<file path="config.mk">
export PLATFORM = sky130hd
export DESIGN_NAME = cache_pipe_admission_scoreboard_top
export DESIGN_NICKNAME = d
export VERILOG_FILES = /design/src/rtl/cpas_pkg.sv /design/src/rtl/cache_pipe_admission_scoreboard_top.sv /design/src/rtl/cpas_check.sv /design/src/rtl/cpas_stages.sv
export SDC_FILE = /design/constraint.sdc
export NUM_CORES = 1
export LEC_CHECK = 0
export BUFFER_PORTS_ARGS = -buffer_cell sky130_fd_sc_hd__buf_2
export CAP_MARGIN = 0
export CORE_AREA = 2 2 218 220
export CTS_CLUSTER_DIAMETER = 200
export DETAILED_ROUTE_END_ITERATION = 16
export DIE_AREA = 0 0 220 222
export GPL_TIMING_DRIVEN = 0
export PLACE_DENSITY = 0.48
export RECOVER_POWER = 50
export SLEW_MARGIN = 20
export SYNTH_ARGS = -nofsm -noshare
export SYNTH_HDL_FRONTEND = slang
export SYNTH_HIERARCHICAL = 1
export SYNTH_SLANG_ARGS = --single-unit
</file>
<file path="constraint.sdc">
create_clock -name clk -period 4.3 [get_ports clk]
set_clock_uncertainty 0.2 [all_clocks]
set_input_delay 0.215 -clock clk [delete_from_list [all_inputs] [get_ports clk]]
set_output_delay 0.215 -clock clk [all_outputs]
set_load 0.02 [all_outputs]
</file>
<file path="src/rtl/cpas_pkg.sv">
// Shared types, codes and resource tables of the cache pipe admission scoreboard.
package cpas_pkg;

	localparam int SET_W = 12;
	localparam int BANK_W = 3;
	localparam int TAG_W = 8;
	localparam int SRC_W = 3;
	localparam int RES_W = 5;
	localparam int GSTAGE_W = 3;
	localparam int DWS_W = 4;
	localparam int CFG_IDX_W = 1;

	localparam int GRANT_HI = 4;
	localparam int GRANT_LO = 2;

	localparam logic [RES_W-1:0] RES_DIR_RD  = 5'b00001;
	localparam logic [RES_W-1:0] RES_DIR_WR  = 5'b00010;
	localparam logic [RES_W-1:0] RES_DATA_RD = 5'b00100;
	localparam logic [RES_W-1:0] RES_DATA_WR = 5'b01000;
	localparam logic [RES_W-1:0] RES_GRANT   = 5'b10000;

	localparam logic [SRC_W-1:0] SRC_L1_ACQ   = 3'd0;
	localparam logic [SRC_W-1:0] SRC_L1_WB    = 3'd1;
	localparam logic [SRC_W-1:0] SRC_SNOOP    = 3'd2;
	localparam logic [SRC_W-1:0] SRC_GRANT    = 3'd3;
	localparam logic [SRC_W-1:0] SRC_RELEASE  = 3'd4;
	localparam logic [SRC_W-1:0] SRC_PREFETCH = 3'd5;

	localparam logic [CFG_IDX_W-1:0] REG_DIR_WRITE_STAGE = 1'b0;
	localparam logic [CFG_IDX_W-1:0] REG_DIR_READ_BYPASS = 1'b1;

	localparam logic [DWS_W-1:0] DWS_RESET = 4'd3;

	typedef struct packed {
		logic              valid;
		logic [SRC_W-1:0]  source;
		logic [RES_W-1:0]  res;
		logic [SET_W-1:0]  set_idx;
		logic [BANK_W-1:0] dir_bank;
		logic [BANK_W-1:0] data_bank;
		logic [TAG_W-1:0]  tag;
	} stage_t;

	typedef struct packed {
		logic [SRC_W-1:0]  source;
		logic              hit;
		logic              is_upgrade;
		logic [SET_W-1:0]  set_idx;
		logic [BANK_W-1:0] dir_bank;
		logic [BANK_W-1:0] data_bank;
		logic [TAG_W-1:0]  tag;
	} req_t;

	typedef struct packed {
		logic             accept;
		logic             set_conflict;
		logic             data_stall;
		logic             dir_stall;
		logic [RES_W-1:0] res;
	} check_t;

	typedef struct packed {
		logic                valid;
		logic [TAG_W-1:0]    tag;
		logic [GSTAGE_W-1:0] stage_num;
	} grant_t;

	typedef struct packed {
		logic                accepted;
		logic                set_conflict;
		logic                data_bank_stall;
		logic                dir_bank_stall;
		logic                grant_valid;
		logic [TAG_W-1:0]    grant_tag;
		logic [GSTAGE_W-1:0] grant_stage;
		logic                busy_res;
	} result_t;

	// Resources a request needs, from its source and its hit and upgrade flags.
	function automatic logic [RES_W-1:0] full_res(input logic [SRC_W-1:0] src,
			input logic hit, input logic upg);
		logic [RES_W-1:0] r;
		case (src)
			SRC_L1_ACQ: begin
				r = RES_DIR_RD;
				if (hit) begin
					r = r | RES_DIR_WR;
					if (!upg)
						r = r | RES_DATA_RD;
				end
			end
			SRC_L1_WB:    r = RES_DIR_RD | RES_DIR_WR | RES_DATA_WR | RES_GRANT;
			SRC_SNOOP:    r = hit ? (RES_DIR_RD | RES_DIR_WR | RES_DATA_RD) : RES_DIR_RD;
			SRC_GRANT:    r = RES_DIR_RD | RES_DATA_RD | RES_GRANT;
			SRC_RELEASE:  r = RES_DATA_WR;
			SRC_PREFETCH: r = RES_DIR_RD;
			default:      r = '0;
		endcase
		return r;
	endfunction

endpackage

</file>
<file path="src/rtl/cache_pipe_admission_scoreboard_top.sv">
// Top level of the cache pipe admission scoreboard: input stage, checks, stages, result register.
//
//  channel   dir  signals                          beat contents
//  s_axis    in   s_tvalid s_tready s_tdata s_tuser one tick or one request
//  m_axis    out  m_tvalid m_tready m_tdata        one result per input beat
//  cfg       in   cfg_wr_en cfg_addr cfg_data       register write, no handshake
//
// An input beat is registered, then checked and applied to the stages in the
// following cycle, its result landing in the output register; one beat per
// cycle is sustained while the output is not stalled, set by the single stage update.
// Reset empties every stage and loads the register defaults; no clearing pass.
// A stalled output holds its result while one further beat waits in the input
// register; the input side is then held off until the output drains.
module cache_pipe_admission_scoreboard_top #(
	parameter int PIPE_DEPTH = 8
) (
	input  logic                               clk,
	input  logic                               arst_n,
	input  logic                               s_tvalid,
	output logic                               s_tready,
	// source[2:0], hit[3], is_upgrade[4], set_index[16:5], dir_bank[19:17],
	// data_bank[22:20], task_tag[30:23], zero[31]
	input  logic [31:0]                        s_tdata,
	// mode[0]
	input  logic                               s_tuser,
	output logic                               m_tvalid,
	input  logic                               m_tready,
	// accepted[0], set_conflict[1], data_bank_stall[2], dir_bank_stall[3],
	// grant_valid[4], grant_tag[12:5], grant_stage[15:13], busy_res[16], zero[23:17]
	output logic [23:0]                        m_tdata,
	input  logic                               cfg_wr_en,
	input  logic [cpas_pkg::CFG_IDX_W-1:0]     cfg_addr,
	input  logic [cpas_pkg::DWS_W-1:0]         cfg_data
);
	import cpas_pkg::*;

	logic                    valid_s1;
	logic                    mode_s1;
	req_t                    req_s1;
	logic                    out_valid_q;
	result_t                 res_q;
	logic [DWS_W-1:0]        dws_q;
	logic                    bypass_q;
	logic                    fire;
	logic                    tick;
	stage_t [PIPE_DEPTH-1:0] stages;
	check_t                  chk;
	grant_t                  grant;
	grant_t                  grant_eff;
	stage_t                  new_stage;
	logic                    busy_next;
	result_t                 res_d;

	assign fire = valid_s1 && (!out_valid_q || m_tready);
	assign s_tready = !valid_s1 || fire;
	assign tick = !mode_s1;

	always_ff @(posedge clk or negedge arst_n) begin
		if (!arst_n) begin
			valid_s1 <= 1'b0;
		end else if (s_tready) begin
			valid_s1 <= s_tvalid;
		end
	end

	always_ff @(posedge clk) begin
		if (s_tvalid && s_tready) begin
			mode_s1 <= s_tuser;
			req_s1.source <= s_tdata[2:0];
			req_s1.hit <= s_tdata[3];
			req_s1.is_upgrade <= s_tdata[4];
			req_s1.set_idx <= s_tdata[16:5];
			req_s1.dir_bank <= s_tdata[19:17];
			req_s1.data_bank <= s_tdata[22:20];
			req_s1.tag <= s_tdata[30:23];
		end
	end

	always_ff @(posedge clk or negedge arst_n) begin
		if (!arst_n) begin
			dws_q <= DWS_RESET;
			bypass_q <= 1'b0;
		end else if (cfg_wr_en) begin
			case (cfg_addr)
				REG_DIR_WRITE_STAGE: dws_q <= cfg_data;
				REG_DIR_READ_BYPASS: bypass_q <= cfg_data[0];
				default: ;
			endcase
		end
	end

	cpas_check #(
		.PIPE_DEPTH(PIPE_DEPTH)
	) u_check (
		.req(req_s1),
		.stages(stages),
		.dir_write_stage(dws_q),
		.dir_read_bypass(bypass_q),
		.chk(chk),
		.grant(grant)
	);

	always_comb begin
		new_stage.valid = 1'b1;
		new_stage.source = req_s1.source;
		new_stage.res = chk.res;
		new_stage.set_idx = req_s1.set_idx;
		new_stage.dir_bank = req_s1.dir_bank;
		new_stage.data_bank = req_s1.data_bank;
		new_stage.tag = req_s1.tag;
		grant_eff = tick ? grant : '0;
	end

	cpas_stages #(
		.PIPE_DEPTH(PIPE_DEPTH)
	) u_stages (
		.clk(clk),
		.arst_n(arst_n),
		.fire(fire),
		.tick(tick),
		.insert(chk.accept),
		.grant(grant_eff),
		.new_stage(new_stage),
		.stages(stages),
		.busy_next(busy_next)
	);

	always_comb begin
		res_d.accepted = !tick && chk.accept;
		res_d.set_conflict = !tick && chk.set_conflict;
		res_d.data_bank_stall = !tick && chk.data_stall;
		res_d.dir_bank_stall = !tick && chk.dir_stall;
		res_d.grant_valid = grant_eff.valid;
		res_d.grant_tag = grant_eff.tag;
		res_d.grant_stage = grant_eff.stage_num;
		res_d.busy_res = busy_next;
	end

	always_ff @(posedge clk or negedge arst_n) begin
		if (!arst_n) begin
			out_valid_q <= 1'b0;
		end else if (!out_valid_q || m_tready) begin
			out_valid_q <= valid_s1;
		end
	end

	always_ff @(posedge clk) begin
		if (fire)
			res_q <= res_d;
	end

	assign m_tvalid = out_valid_q;
	assign m_tdata = {7'b0, res_q.busy_res, res_q.grant_stage, res_q.grant_tag,
		res_q.grant_valid, res_q.dir_bank_stall, res_q.data_bank_stall,
		res_q.set_conflict, res_q.accepted};

	a_accept_without_stall: assert property (@(posedge clk) disable iff (!arst_n)
		m_tvalid && res_q.accepted
		|-> !res_q.set_conflict && !res_q.data_bank_stall && !res_q.dir_bank_stall)
		else $error("request accepted although a stall was flagged");

	a_grant_only_on_tick: assert property (@(posedge clk) disable iff (!arst_n)
		m_tvalid && res_q.grant_valid |-> !res_q.accepted
		&& (res_q.grant_stage == 3'd2 || res_q.grant_stage == 3'd3
		|| res_q.grant_stage == 3'd4))
		else $error("grant reported outside stages two to four or with an accept");

	a_accept_makes_busy: assert property (@(posedge clk) disable iff (!arst_n)
		m_tvalid && res_q.accepted |-> res_q.busy_res)
		else $error("accepted request left the pipeline idle");

endmodule

</file>
<file path="src/rtl/cpas_check.sv">
// Admission checks of a request and grant selection against the current stages.
module cpas_check #(
	parameter int PIPE_DEPTH = 8
) (
	input  cpas_pkg::req_t                    req,
	input  cpas_pkg::stage_t [PIPE_DEPTH-1:0] stages,
	input  logic [cpas_pkg::DWS_W-1:0]        dir_write_stage,
	input  logic                              dir_read_bypass,
	output cpas_pkg::check_t                  chk,
	output cpas_pkg::grant_t                  grant
);
	import cpas_pkg::*;

	localparam int IDX_W = $clog2(PIPE_DEPTH);

	logic [DWS_W-1:0] d_full;
	logic [IDX_W-1:0] d_idx;
	logic             known_src;
	logic [RES_W-1:0] need;
	logic [RES_W-1:0] need_chk;
	logic             set_blk;
	stage_t           d_stage;

	always_comb begin
		d_full = (dir_write_stage == '0) ? '0 : dir_write_stage - DWS_W'(1);
		if (int'(d_full) > PIPE_DEPTH - 1)
			d_idx = IDX_W'(PIPE_DEPTH - 1);
		else
			d_idx = d_full[IDX_W-1:0];
	end

	assign d_stage = stages[d_idx];
	assign known_src = (req.source <= SRC_PREFETCH);
	assign need = full_res(req.source, req.hit, req.is_upgrade);

	always_comb begin
		set_blk = 1'b0;
		for (int i = 1; i < PIPE_DEPTH; i++) begin
			if (i <= int'(d_idx) && stages[i].valid && stages[i].set_idx == req.set_idx)
				set_blk = 1'b1;
		end
		if (req.source != SRC_L1_ACQ || dir_read_bypass)
			set_blk = 1'b0;
	end

	// With bypass on, an acquire to the set sitting at the directory write stage
	// reads the directory through the bypass path and needs no directory read.
	always_comb begin
		need_chk = need;
		if (dir_read_bypass && req.source == SRC_L1_ACQ && d_stage.set_idx == req.set_idx)
			need_chk = need & ~RES_DIR_RD;
	end

	always_comb begin
		chk.res = need;
		chk.set_conflict = set_blk;
		chk.data_stall = ((need_chk & (RES_DATA_RD | RES_DATA_WR)) != '0)
			&& ((stages[1].res & (RES_DATA_RD | RES_DATA_WR)) != '0)
			&& (stages[1].data_bank == req.data_bank);
		chk.dir_stall = ((need_chk & RES_DIR_RD) != '0)
			&& ((d_stage.res & RES_DIR_WR) != '0)
			&& (d_stage.dir_bank == req.dir_bank);
		chk.accept = known_src && !stages[0].valid && !chk.set_conflict
			&& !chk.data_stall && !chk.dir_stall;
	end

	// Oldest grant task wins: scanning upwards lets the highest stage overwrite.
	always_comb begin
		grant = '0;
		for (int i = GRANT_LO; i <= GRANT_HI; i++) begin
			if (stages[i].valid && stages[i].source == SRC_GRANT
					&& (stages[i].res & RES_GRANT) != '0) begin
				grant.valid = 1'b1;
				grant.tag = stages[i].tag;
				grant.stage_num = GSTAGE_W'(i);
			end
		end
	end

endmodule

</file>
<file path="src/rtl/cpas_stages.sv">
// Stage scoreboard registers: insertion at stage 0, grant clearing and advance.
module cpas_stages #(
	parameter int PIPE_DEPTH = 8
) (
	input  logic                              clk,
	input  logic                              arst_n,
	input  logic                              fire,
	input  logic                              tick,
	input  logic                              insert,
	input  cpas_pkg::grant_t                  grant,
	input  cpas_pkg::stage_t                  new_stage,
	output cpas_pkg::stage_t [PIPE_DEPTH-1:0] stages,
	output logic                              busy_next
);
	import cpas_pkg::*;

	stage_t [PIPE_DEPTH-1:0] stage_q;
	stage_t [PIPE_DEPTH-1:0] stage_d;

	always_comb begin
		stage_d = stage_q;
		if (fire && tick) begin
			stage_d[0] = '0;
			for (int k = 1; k < PIPE_DEPTH; k++) begin
				stage_d[k] = stage_q[k-1];
				if (grant.valid && (k - 1) == int'(grant.stage_num))
					stage_d[k].res = stage_q[k-1].res & ~RES_GRANT;
			end
		end else if (fire && insert) begin
			stage_d[0] = new_stage;
		end
	end

	always_comb begin
		busy_next = 1'b0;
		for (int k = 0; k < PIPE_DEPTH; k++)
			busy_next = busy_next | stage_d[k].valid;
	end

	always_ff @(posedge clk or negedge arst_n) begin
		if (!arst_n) begin
			stage_q <= '0;
		end else begin
			stage_q <= stage_d;
		end
	end

	assign stages = stage_q;

	a_tick_empties_head: assert property (@(posedge clk) disable iff (!arst_n)
		fire && tick |=> !stage_q[0].valid)
		else $error("stage 0 still holds a task after an advance");

	a_insert_fills_head: assert property (@(posedge clk) disable iff (!arst_n)
		fire && !tick && insert |=> stage_q[0].valid)
		else $error("accepted request did not enter stage 0");

	a_grant_is_cleared: assert property (@(posedge clk) disable iff (!arst_n)
		fire && tick && grant.valid && int'(grant.stage_num) == GRANT_HI
		|=> (stage_q[GRANT_HI+1].res & RES_GRANT) == '0)
		else $error("grant buffer bit survived a sent grant");

endmodule
</file>
==> out/results.ini, run 1 <==
[run_status]
outcome = finished with violations
violated_checks = max-capacitance violations, max-slew violations, negative setup slack

[sta]
timing.final.setup_violations = 10
worst_slack_ns = -0.008866
hold_viol = 0
finalCritPeriodShare_pct = 100.2
slew_headroom_pct = -10.25
layout_min_cycle_time_ns = 4.309
final_max_slew_viol_count = 94
max_freq_ghz = 0.2321
finalHoldWorstSlack_ns = 0.1431
tightestPinTransition_ns = 1.654
grt_setup_unrepaired = true

[clocking]
clk-insertion-delay-late_ns = 0.58
clkTransAtPathRegs_ns = 0.06
cts_tree = yes
cts_buffers = 29
cts.sinks = 262
cts_h_tree_depth = 1
clock_tree.buffer_depth = 3
root_buffer = sky130_fd_sc_hd__clkbuf_16

[detailed_routing]
final_antenna_net_count = 0
routed_wire_length_mm = 37.62
routed_wl_per_cell_um = 21.02
route.detailed.vias_per_inst = 4.980
count_of_routing_violations_after_the_opening_detailed_route_iteration = 869
remaining_drc_errors = 0
drt_pass1_iterations = 8
via_count = 8914

[cells_and_area]
ratio_of_cells_with_drive_above_1_in_the_final_layout_pct = 31.70
final_cell_area_mm2 = 0.01621
num-fill-cells = 4564
seq_area_mm2 = 0.006804
antenna_cells = 0
area_delta_synth_final_pct = 22.88
nets = 1205
multi_input_area_mm2 = 0.005992

[grt]
global_route.overflow_total = 0
wire_length_of_the_first_global_routing_pass_mm = 57.46
grt_max_degree = 87
number_of_global_route_vias_before_repair = 9012
grt_antenna_before_repair = 0
track_usage_pct = 15.38

[place]
detailed_place_hpwl_mm = 26.46
finalWeightedCongestion = 0.9150
post_dp_cell_area_mm2 = 0.01436
port-buffer-count = 60

[die]
initial_core_util_pct = 28.52
core_area_mm2 = 0.04626
die_height_um = 222
floorplan.die_area_mm2 = 0.04884
fp.dieW_um = 220
rows = 79
top_level_ports = 69

[synth]
yosysWarningCount = 6
syn_avg_cell_area_um2 = 13.25
post_synth_instance_area_mm2 = 0.01319
syn_inst = 996

[worst_hold_path]
timing.hold.worst.class = input pin to register

[critical_path]
timing_worst_setup_path_type = register to register
crit_path_end_kind = register
path_max_fanout = 8
crit_arrival_ns = 4.56
cp.required_ns = 4.55
critical_path.startpoint_type = register

[flow_run]
drv.max_cap_violation_count = 2

[power]
pwr_density_cell_mw_per_mm2 = 584.1
static-leakage-power_nw = 7.336
power.ir.vdd_worst_v = 0.0003042
total_power_mw = 9.469

[power by group]
group          total (mW)  leakage (nW)  internal (mW)  switching [mW]
Sequential           4.09          3.31           3.25           0.844
Combinational        2.75          3.53           1.56            1.20
Clock                2.62         0.492           1.57            1.05
Total                9.47          7.34           6.37            3.09
[flip-flops by register name, indices dropped and copies added, names as in the netlist]
signal	flops
new_stage	29
req_s1	2
m_tdata	17
bypass_q	1
m_tvalid	1
mode_s1	1
valid_s1	1
dws_q	4
u_stages/stages	206
[layout make-up]
class,count,share of cell area (%)
plain buffers,84,4.021
clock buffers,37,4.978
clock inverters,17,1.235
inverters,10,0.2315
multi-input cells,646,36.96
flip-flops and latches,262,41.97
well taps,607,4.684
repair buffers,127,5.927
[worst paths after layout]
| path | startpoint | to | slack [ns] | cells after the start |
|---|---|---|---|---|
| hold reg to reg | new_stage[3]$_DFFE_PP_ | u_stages/stages[3]$_DFFE_PN0P_ | 0.27 | 1 |
| setup reg to reg | dws_q[0]$_DFFE_PN1P_ | u_stages/stages[16]$_DFFE_PN0P_ | -0.009 | 15 |
| min in group asynchronous | arst_n | u_stages/stages[124]$_DFFE_PN0P_ | 0.93 | 3 |
| hold / removal | s_tdata[26] | new_stage[3]$_DFFE_PP_ | 0.14 | 2 |
| setup / recovery | dws_q[0]$_DFFE_PN1P_ | u_stages/stages[16]$_DFFE_PN0P_ | -0.009 | 15 |
| max in group asynchronous | arst_n | u_stages/stages[142]$_DFFE_PN0P_ | 0.75 | 5 |
[metal layers]
layer  track usage [%]  part of all wire (%)
met5                 0                     0
met2             23.55                    45
met1             22.56                    47
met4             5.044                   3.0
met3             1.646                   4.7
[per-stage QoR]
step | setup TNS, ns | setup slack (ns) | util, % | std cells
after CTS | 0 | 0.003331 | 34.83 | 1782
after floorplan | 0 | 0.3831 | - | 1002
after detailed placement | -42.07 | -1.265 | 31.05 | 1672
final | -0.04567 | -0.008866 | 35.05 | 1790
after global placement | -258.68 | -1.294 | 30.86 | 1669
after global routing | -2.187 | -0.07927 | 35.05 | 1790
[timing repair]
action	in CTS	in global routing
hold buffers	48	0
hold endpoints to repair	193	0
endpoints found under the setup margin	37	34
pin swaps	10	15
setup buffers	8	5
resized for setup	52	25
cloned	0	3
[critical path, cell delays in order, from the launching register on]
cell and delay [ns]:
sky130_fd_sc_hd__dfstp_2 0.54, sky130_fd_sc_hd__inv_2 0.07, sky130_fd_sc_hd__ha_4 0.30, sky130_fd_sc_hd__or3b_4 0.41, sky130_fd_sc_hd__buf_12 0.14, sky130_fd_sc_hd__buf_4 0.17
sky130_fd_sc_hd__a221o_1 0.37, sky130_fd_sc_hd__a31o_2 0.25, sky130_fd_sc_hd__o211ai_1 0.31, sky130_fd_sc_hd__o2111a_1 0.24, sky130_fd_sc_hd__nand4_1 0.24, sky130_fd_sc_hd__a21oi_2 0.28
sky130_fd_sc_hd__buf_4 0.16, sky130_fd_sc_hd__o21ai_4 0.13, sky130_fd_sc_hd__buf_8 0.18, sky130_fd_sc_hd__a22o_1 0.18
[cell usage in the layout, fill, tap and decap left out, types with 24 or more instances in the layout]
cell / n
sky130_fd_sc_hd__a22o_1: 35
sky130_fd_sc_hd__edfxtp_1: 49
sky130_fd_sc_hd__buf_6: 24
sky130_fd_sc_hd__clkbuf_16: 32
sky130_fd_sc_hd__buf_4: 29
sky130_fd_sc_hd__dlygate4sd3_1: 48
sky130_fd_sc_hd__mux2_4: 125
sky130_fd_sc_hd__xor2_1: 38
sky130_fd_sc_hd__clkbuf_1: 42
sky130_fd_sc_hd__nor2_1: 28
sky130_fd_sc_hd__o21ai_0: 25
sky130_fd_sc_hd__mux2_2: 46
sky130_fd_sc_hd__xnor2_1: 53
sky130_fd_sc_hd__buf_2: 51
sky130_fd_sc_hd__dfrtp_1: 211
Note: power is estimated with default switching activity, not from simulation.
==> inputs of run 2 (changes only) <==
--- a/config.mk
+++ b/config.mk
@@ -13,7 +13,7 @@
 export DIE_AREA = 0 0 220 222
 export GPL_TIMING_DRIVEN = 0
 export PLACE_DENSITY = 0.48
-export RECOVER_POWER = 50
+export SKIP_CTS_REPAIR_TIMING = 1
 export SLEW_MARGIN = 20
 export SYNTH_ARGS = -nofsm -noshare
 export SYNTH_HDL_FRONTEND = slang
==> run 2 against run 1 <==
Net effect: the run ends with negative hold slack, negative setup slack left; die area stayed put; clock power barely moved; register-to-register slack about the same; non-clock buffer count fell by 1; flip-flop and latch count unchanged; critical path depth is the same; hold slack worse by 0.15 ns; first-iteration DRC count increased by 0.12%; sequential share of layout area decreased by 0.22 points; largest cell class unchanged; largest power group unchanged.
==> out/results.ini, run 2 (synthesized netlist as in run 1, its figures left out) <==
[run_status]
outcome = finished with violations
violated_checks = negative hold slack, negative setup slack

[sta]
finalHoldWorstSlack_ns = -0.01126
hold_viol = 20
worst_slack_ns = -0.01618
timing.final.setup_violations = 5
tightestPinTransition_ns = 0.8803
finalCritPeriodShare_pct = 100.4
grt_setup_unrepaired = true
max_freq_ghz = 0.2317
slew_headroom_pct = 40.77
final_max_slew_viol_count = 0
layout_min_cycle_time_ns = 4.316

[clocking]
clkTransAtPathRegs_ns = 0.06
root_buffer = sky130_fd_sc_hd__clkbuf_16
cts.sinks = 262
clock_tree.buffer_depth = 3
clk-insertion-delay-late_ns = 0.58
cts_buffers = 29
cts_tree = yes
cts_h_tree_depth = 1

[power]
power.ir.vdd_worst_v = 0.0003294
pwr_density_cell_mw_per_mm2 = 581.0
static-leakage-power_nw = 7.417

[detailed_routing]
route.detailed.vias_per_inst = 4.980
routed_wire_length_mm = 37.40
via_count = 8909
routed_wl_per_cell_um = 20.90
count_of_routing_violations_after_the_opening_detailed_route_iteration = 870
final_antenna_net_count = 0
remaining_drc_errors = 0
drt_pass1_iterations = 6

[cells_and_area]
utilization_after_layout_pct = 35.23
nets = 1204
multi_input_area_mm2 = 0.006023
antenna_cells = 0
largest_reg_flops = 206
layout.cells.most_common_list = sky130_fd_sc_hd__dfrtp_1 (211), sky130_fd_sc_hd__mux2_4 (126), sky130_fd_sc_hd__buf_2 (73), sky130_fd_sc_hd__xnor2_1 (53), sky130_fd_sc_hd__edfxtp_1 (49)
ratio_of_cells_with_drive_above_1_in_the_final_layout_pct = 34.09
num-fill-cells = 4551
area_delta_synth_final_pct = 23.53
most_common_cell_after_layout_fill_and_taps_aside = sky130_fd_sc_hd__dfrtp_1
seq_area_mm2 = 0.006804
final_cell_area_mm2 = 0.01630

[die]
core_area_mm2 = 0.04626
floorplan.die_area_mm2 = 0.04884
rows = 79
die_height_um = 222
fp.dieW_um = 220
top_level_ports = 69
initial_core_util_pct = 28.52

[critical_path]
critical_path.slowest_cell = sky130_fd_sc_hd__dfstp_2
start_of_the_worst_register_to_register_path = dws_q[0]$_DFFE_PN1P_
timing.critical_path.buf_inv = 4
crit_path_end_kind = register
path_max_fanout = 10
critical_path.top_delay_family = compound AO/OA/AOI/OAI gates
cp.required_ns = 4.39
timing.critical_path.mode_cell = sky130_fd_sc_hd__buf_4
timing.critical_path.from = dws_q[0]$_DFFE_PN1P_
crit_arrival_ns = 4.41
timing_worst_setup_path_type = register to register
crit_path_max_incr_delay_ns = 0.62
critical_path.startpoint_type = register
path_cells = inv_4, ha_4, and2b_2, or4_1, buf_2, buf_4, o211a_1, a31o_2, o211ai_1, o2111a_1, nand4_1, buf_4, a21oi_4, o311ai_0, nand4b_1

[place]
detailed_place_hpwl_mm = 26.46
post_dp_cell_area_mm2 = 0.01436
finalWeightedCongestion = 0.9150
post-place-ws_ns = -1.265
port-buffer-count = 60

[grt]
grt_max_degree = 87
wire_length_of_the_first_global_routing_pass_mm = 56.38
track_usage_pct = 15.14
global_route.overflow_total = 0
grt_antenna_before_repair = 0
number_of_global_route_vias_before_repair = 8754

[worst_hold_path]
timing.hold.worst.class = input pin to async pin

[flow_run]
drv.max_cap_violation_count = 0

==> run 2: changes by cell type in the layout (fill, tap and decap cells not counted), sizes merged <==
cell         before  now
clkbuf           87   68
dlygate4sd3      48   46
buf             113  133
==> run 2: stage by stage <==
stage	instances	setup TNS, ns	total power, mW	hold slack [ns]
final	1789	-0.03761	9.470	-0.01126
after global routing	1789	-3.144	9.945	0.04607
after CTS	1726	-43.11	9.295	-0.5971
after detailed placement	1672	-42.07	6.622	0.01062
after global placement	1669	-258.68	6.570	0.1918
after floorplan	1002	0	5.730	-0.2806
==> run 2: final cells by class <==
cell class                 instances  share of cell area [%]
buffer                            84                   3.900
timing repair buffer             126                   6.310
sequential                       262                   41.75
clock inverter                    17                   1.228
clock buffer                      37                   4.952
inverter                          10                  0.2457
multi-input combinational        646                   36.96
tap                              607                   4.660
==> run 2: final timing paths <==
path	endpoint	slack (ns)	cells past startpoint
max reg2reg	m_tdata[16]$_DFFE_PP_	-0.02	15
min	u_stages/stages[87]$_DFFE_PN0P_	-0.01	2
min in group clk	new_stage[3]$_DFFE_PP_	0.15	2
max in group asynchronous	u_stages/stages[142]$_DFFE_PN0P_	2.77	4
min reg2reg	u_stages/stages[3]$_DFFE_PN0P_	0.28	1
max	m_tdata[16]$_DFFE_PP_	-0.02	15
==> run 2: where the power goes <==
group          leakage (nW)  internal (mW)  switching, mW
Combinational          3.61           1.56           1.21
Clock                 0.492           1.57           1.05
Sequential             3.31           3.25          0.846
Total                  7.42           6.37           3.10
==> run 2: per-layer routing <==
metal	wire length (µm)	global-route usage [%]	vias up	share of wire (%)
met3	1840	1.674	65	4.9
met2	16870	23.05	256	45
li1	-	-	4055	-
met5	0	0	-	0
met1	17500	22.21	4533	47
met4	1183	5.153	0	3.2
==> inputs of run 3 (changes only) <==
--- a/config.mk
+++ b/config.mk
@@ -7,15 +7,15 @@
 export LEC_CHECK = 0
 export BUFFER_PORTS_ARGS = -buffer_cell sky130_fd_sc_hd__buf_2
 export CAP_MARGIN = 0
-export CORE_AREA = 2 2 218 220
+export CORE_AREA = 2 2 195 197
+export CTS_BUF_LIST = sky130_fd_sc_hd__clkbuf_2
 export CTS_CLUSTER_DIAMETER = 200
 export DETAILED_ROUTE_END_ITERATION = 16
-export DIE_AREA = 0 0 220 222
+export DIE_AREA = 0 0 197 199
 export GPL_TIMING_DRIVEN = 0
 export PLACE_DENSITY = 0.48
 export SKIP_CTS_REPAIR_TIMING = 1
 export SLEW_MARGIN = 20
 export SYNTH_ARGS = -nofsm -noshare
 export SYNTH_HDL_FRONTEND = slang
-export SYNTH_HIERARCHICAL = 1
 export SYNTH_SLANG_ARGS = --single-unit
==> run 3 against run 2 <==
Net effect: the flow now finishes without violations; register-to-register slack improved by 0.42 ns; largest cell class unchanged; largest power group unchanged; synthesized area down 2.8%; via count up 11%; synthesized cell count increased by 16%; critical path depth shrank 3; critical path type unchanged; highest routed layer unchanged.
==> out/results.ini, run 3 <==
[run_status]
outcome = complete, no violations

[sta]
max_freq_ghz = 0.2566
final_max_slew_viol_count = 0
layout_min_cycle_time_ns = 3.898
finalCritPeriodShare_pct = 90.64
grt_setup_unrepaired = false
finalHoldWorstSlack_ns = 0.2494
slew_headroom_pct = 29.23
tightestPinTransition_ns = 1.062
timing.final.setup_violations = 0
hold_viol = 0

[grt]
grt_antenna_before_repair = 1
global_route.overflow_total = 0
wire_length_of_the_first_global_routing_pass_mm = 59.10
track_usage_pct = 20.17
grt_max_degree = 88
number_of_global_route_vias_before_repair = 9809

[synth]
synth-seq-cells = 262
yosysWarningCount = 0
post_synth_instance_area_mm2 = 0.01283
syn_avg_cell_area_um2 = 11.08
synth_async_sr_flop_share_pct = 81.30
synthDominantAreaCellType = sky130_fd_sc_hd__dfrtp_1
number_of_flops_mapped_to_enable_cells_by_yosys = 49
syn_inst = 1158
synth-main-ff-cell = sky130_fd_sc_hd__dfrtp_1
yosys-top-cells-count = sky130_fd_sc_hd__nand2_1 (269), sky130_fd_sc_hd__dfrtp_1 (211), sky130_fd_sc_hd__mux2_2 (120)
yosys.cell_types.count = 65
synth.top_cell.area_share_pct = 41.16
ys_seq_area_share_pct = 53.04
synth_most_common_cell = sky130_fd_sc_hd__nand2_1
synth_area_leaders = sky130_fd_sc_hd__dfrtp_1 (41%), sky130_fd_sc_hd__edfxtp_1 (11%), sky130_fd_sc_hd__mux2_2 (11%)

[power]
power.ir.vdd_worst_v = 0.0002006
static-leakage-power_nw = 6.815
pwr_density_cell_mw_per_mm2 = 590.5
total_power_mw = 9.169

[clocking]
cts_tree = yes
root_buffer = sky130_fd_sc_hd__clkbuf_2
clk-insertion-delay-late_ns = 0.93
cts_buffers = 74
clock_tree.buffer_depth = 3
cts.sinks = 262
clkTransAtPathRegs_ns = 0.11
cts_h_tree_depth = 3

[detailed_routing]
routed_wl_per_cell_um = 20.51
via_count = 9879
remaining_drc_errors = 0
count_of_routing_violations_after_the_opening_detailed_route_iteration = 684
routed_wire_length_mm = 39.58
drt_pass1_iterations = 5
final_antenna_net_count = 0
route.detailed.vias_per_inst = 5.119

[die]
floorplan.die_area_mm2 = 0.03920
fp.dieW_um = 197
top_level_ports = 69
die_height_um = 199
initial_core_util_pct = 34.55
rows = 71
core_area_mm2 = 0.03713

[place]
detailed_place_hpwl_mm = 27.61
numPlacedInstances = 1701
post_dp_cell_area_mm2 = 0.01383
port-buffer-count = 60
finalWeightedCongestion = 0.8930

[cells_and_area]
largest_reg_flops = 206
area_delta_synth_final_pct = 21.03
nets = 1437
finalNonFillerCells = 1930
most_common_cell_after_layout_fill_and_taps_aside = sky130_fd_sc_hd__nand2_1
ratio_of_cells_with_drive_above_1_in_the_final_layout_pct = 26.12
final_cell_area_mm2 = 0.01553
num-fill-cells = 3688
layout.cells.most_common_list = sky130_fd_sc_hd__nand2_1 (269), sky130_fd_sc_hd__dfrtp_1 (211), sky130_fd_sc_hd__mux2_2 (120), sky130_fd_sc_hd__clkbuf_2 (109), sky130_fd_sc_hd__dlygate4sd3_1 (90)

[critical_path]
timing_worst_setup_path_type = register to register
crit_path_max_incr_delay_ns = 0.55
critical_path.slowest_cell = sky130_fd_sc_hd__dfstp_2
cp.required_ns = 4.84
path_cells = buf_4, or3b_1, clkbuf_1, o32ai_1, o31ai_1, mux2i_1, nand4_1, nor2_1, a31oi_4, nor2_8, buf_8, o221ai_2
r2r-end = u_stages.stages[8]$_DFFE_PN0P_
crit_path_end_kind = register
path_max_fanout = 10
crit_arrival_ns = 4.44
worst-r2r-cell-count = 12
start_of_the_worst_register_to_register_path = dws_q[0]$_DFFE_PN1P_
r2r_slack_ns = 0.40
critical_path.startpoint_type = register

[flow_run]
drv.max_cap_violation_count = 0

[worst_hold_path]
timing.hold.worst.class = input pin to async pin

run 3: report_power, final:
| part | internal (mW) | switching, mW | leakage [nW] |
|---|---|---|---|
| Combinational | 1.33 | 1.31 | 3.02 |
| Clock | 0.922 | 1.13 | 0.563 |
| Sequential | 3.46 | 1.02 | 3.23 |
run 3: worst max-delay path by stage:
stage	cells after the start	endpoint	startpoint	slack, ns
CTS	12	u_stages.stages[8]$_DFFE_PN0P_	dws_q[0]$_DFFE_PN1P_	0.43
floorplan	10	m_tdata[16]$_DFFE_PP_	dws_q[0]$_DFFE_PN1P_	1.30
detailed placement	12	u_stages.stages[22]$_DFFE_PN0P_	dws_q[0]$_DFFE_PN1P_	0.48
global route	12	u_stages.stages[8]$_DFFE_PN0P_	dws_q[0]$_DFFE_PN1P_	0.17
global placement	1	u_stages.stages[196]$_DFFE_PN0P_	arst_n	-1.24
finish	12	u_stages.stages[8]$_DFFE_PN0P_	dws_q[0]$_DFFE_PN1P_	0.40
run 3: metrics by stage:
step / utilization [%] / setup WS, ns / setup TNS, ns
6_report: 41.81 / 0.4023 / 0
5_1_grt: 41.81 / 0.1676 / 0
4_1_cts: 39.31 / 0.4315 / 0
3_5_place_dp: 37.25 / 0.4829 / 0
3_3_place_gp: 37.01 / -1.241 / -257.35
2_1_floorplan: - / 1.305 / 0
run 3: area by class of cell:
type,instances,area (µm²),share of cell area (%)
diodes,1,2.502,0.01612
plain buffers,84,417.9,2.692
clock buffers,109,545.5,3.514
clock inverters,28,219.0,1.410
inverters,13,48.80,0.3143
multi-input cells,805,5582,35.95
flip-flops and latches,262,6804,43.82
well taps,474,593.1,3.820
repair buffers,154,1314,8.462
run 3: cells by family after synthesis:
kind of cell / count (synthesis) / synth area share, %
xor+xnor: 89 / 6.076
flops: 262 / 53.04
buf+inv: 97 / 3.638
other cells: 1 / 0.02923
mux: 144 / 12.45
compound gates: 161 / 10.77
simple gates: 404 / 14.00
run 3: worst max-delay path: cells and delay by family, from the launching register on:
family | cells | cell delay, ns
AO/OA/AOI/OAI | 4 | 0.89
buffers and inverters | 3 | 0.91
AND/OR/NAND/NOR | 4 | 0.93
flip-flops | 1 | 0.55
multiplexers | 1 | 0.24
run 3: per-layer routing:
layer	part of all wire, %	track usage [%]
met1	45	26.53
met2	46	31.72
met3	6.1	5.154
met4	2.8	8.326
met5	0	0
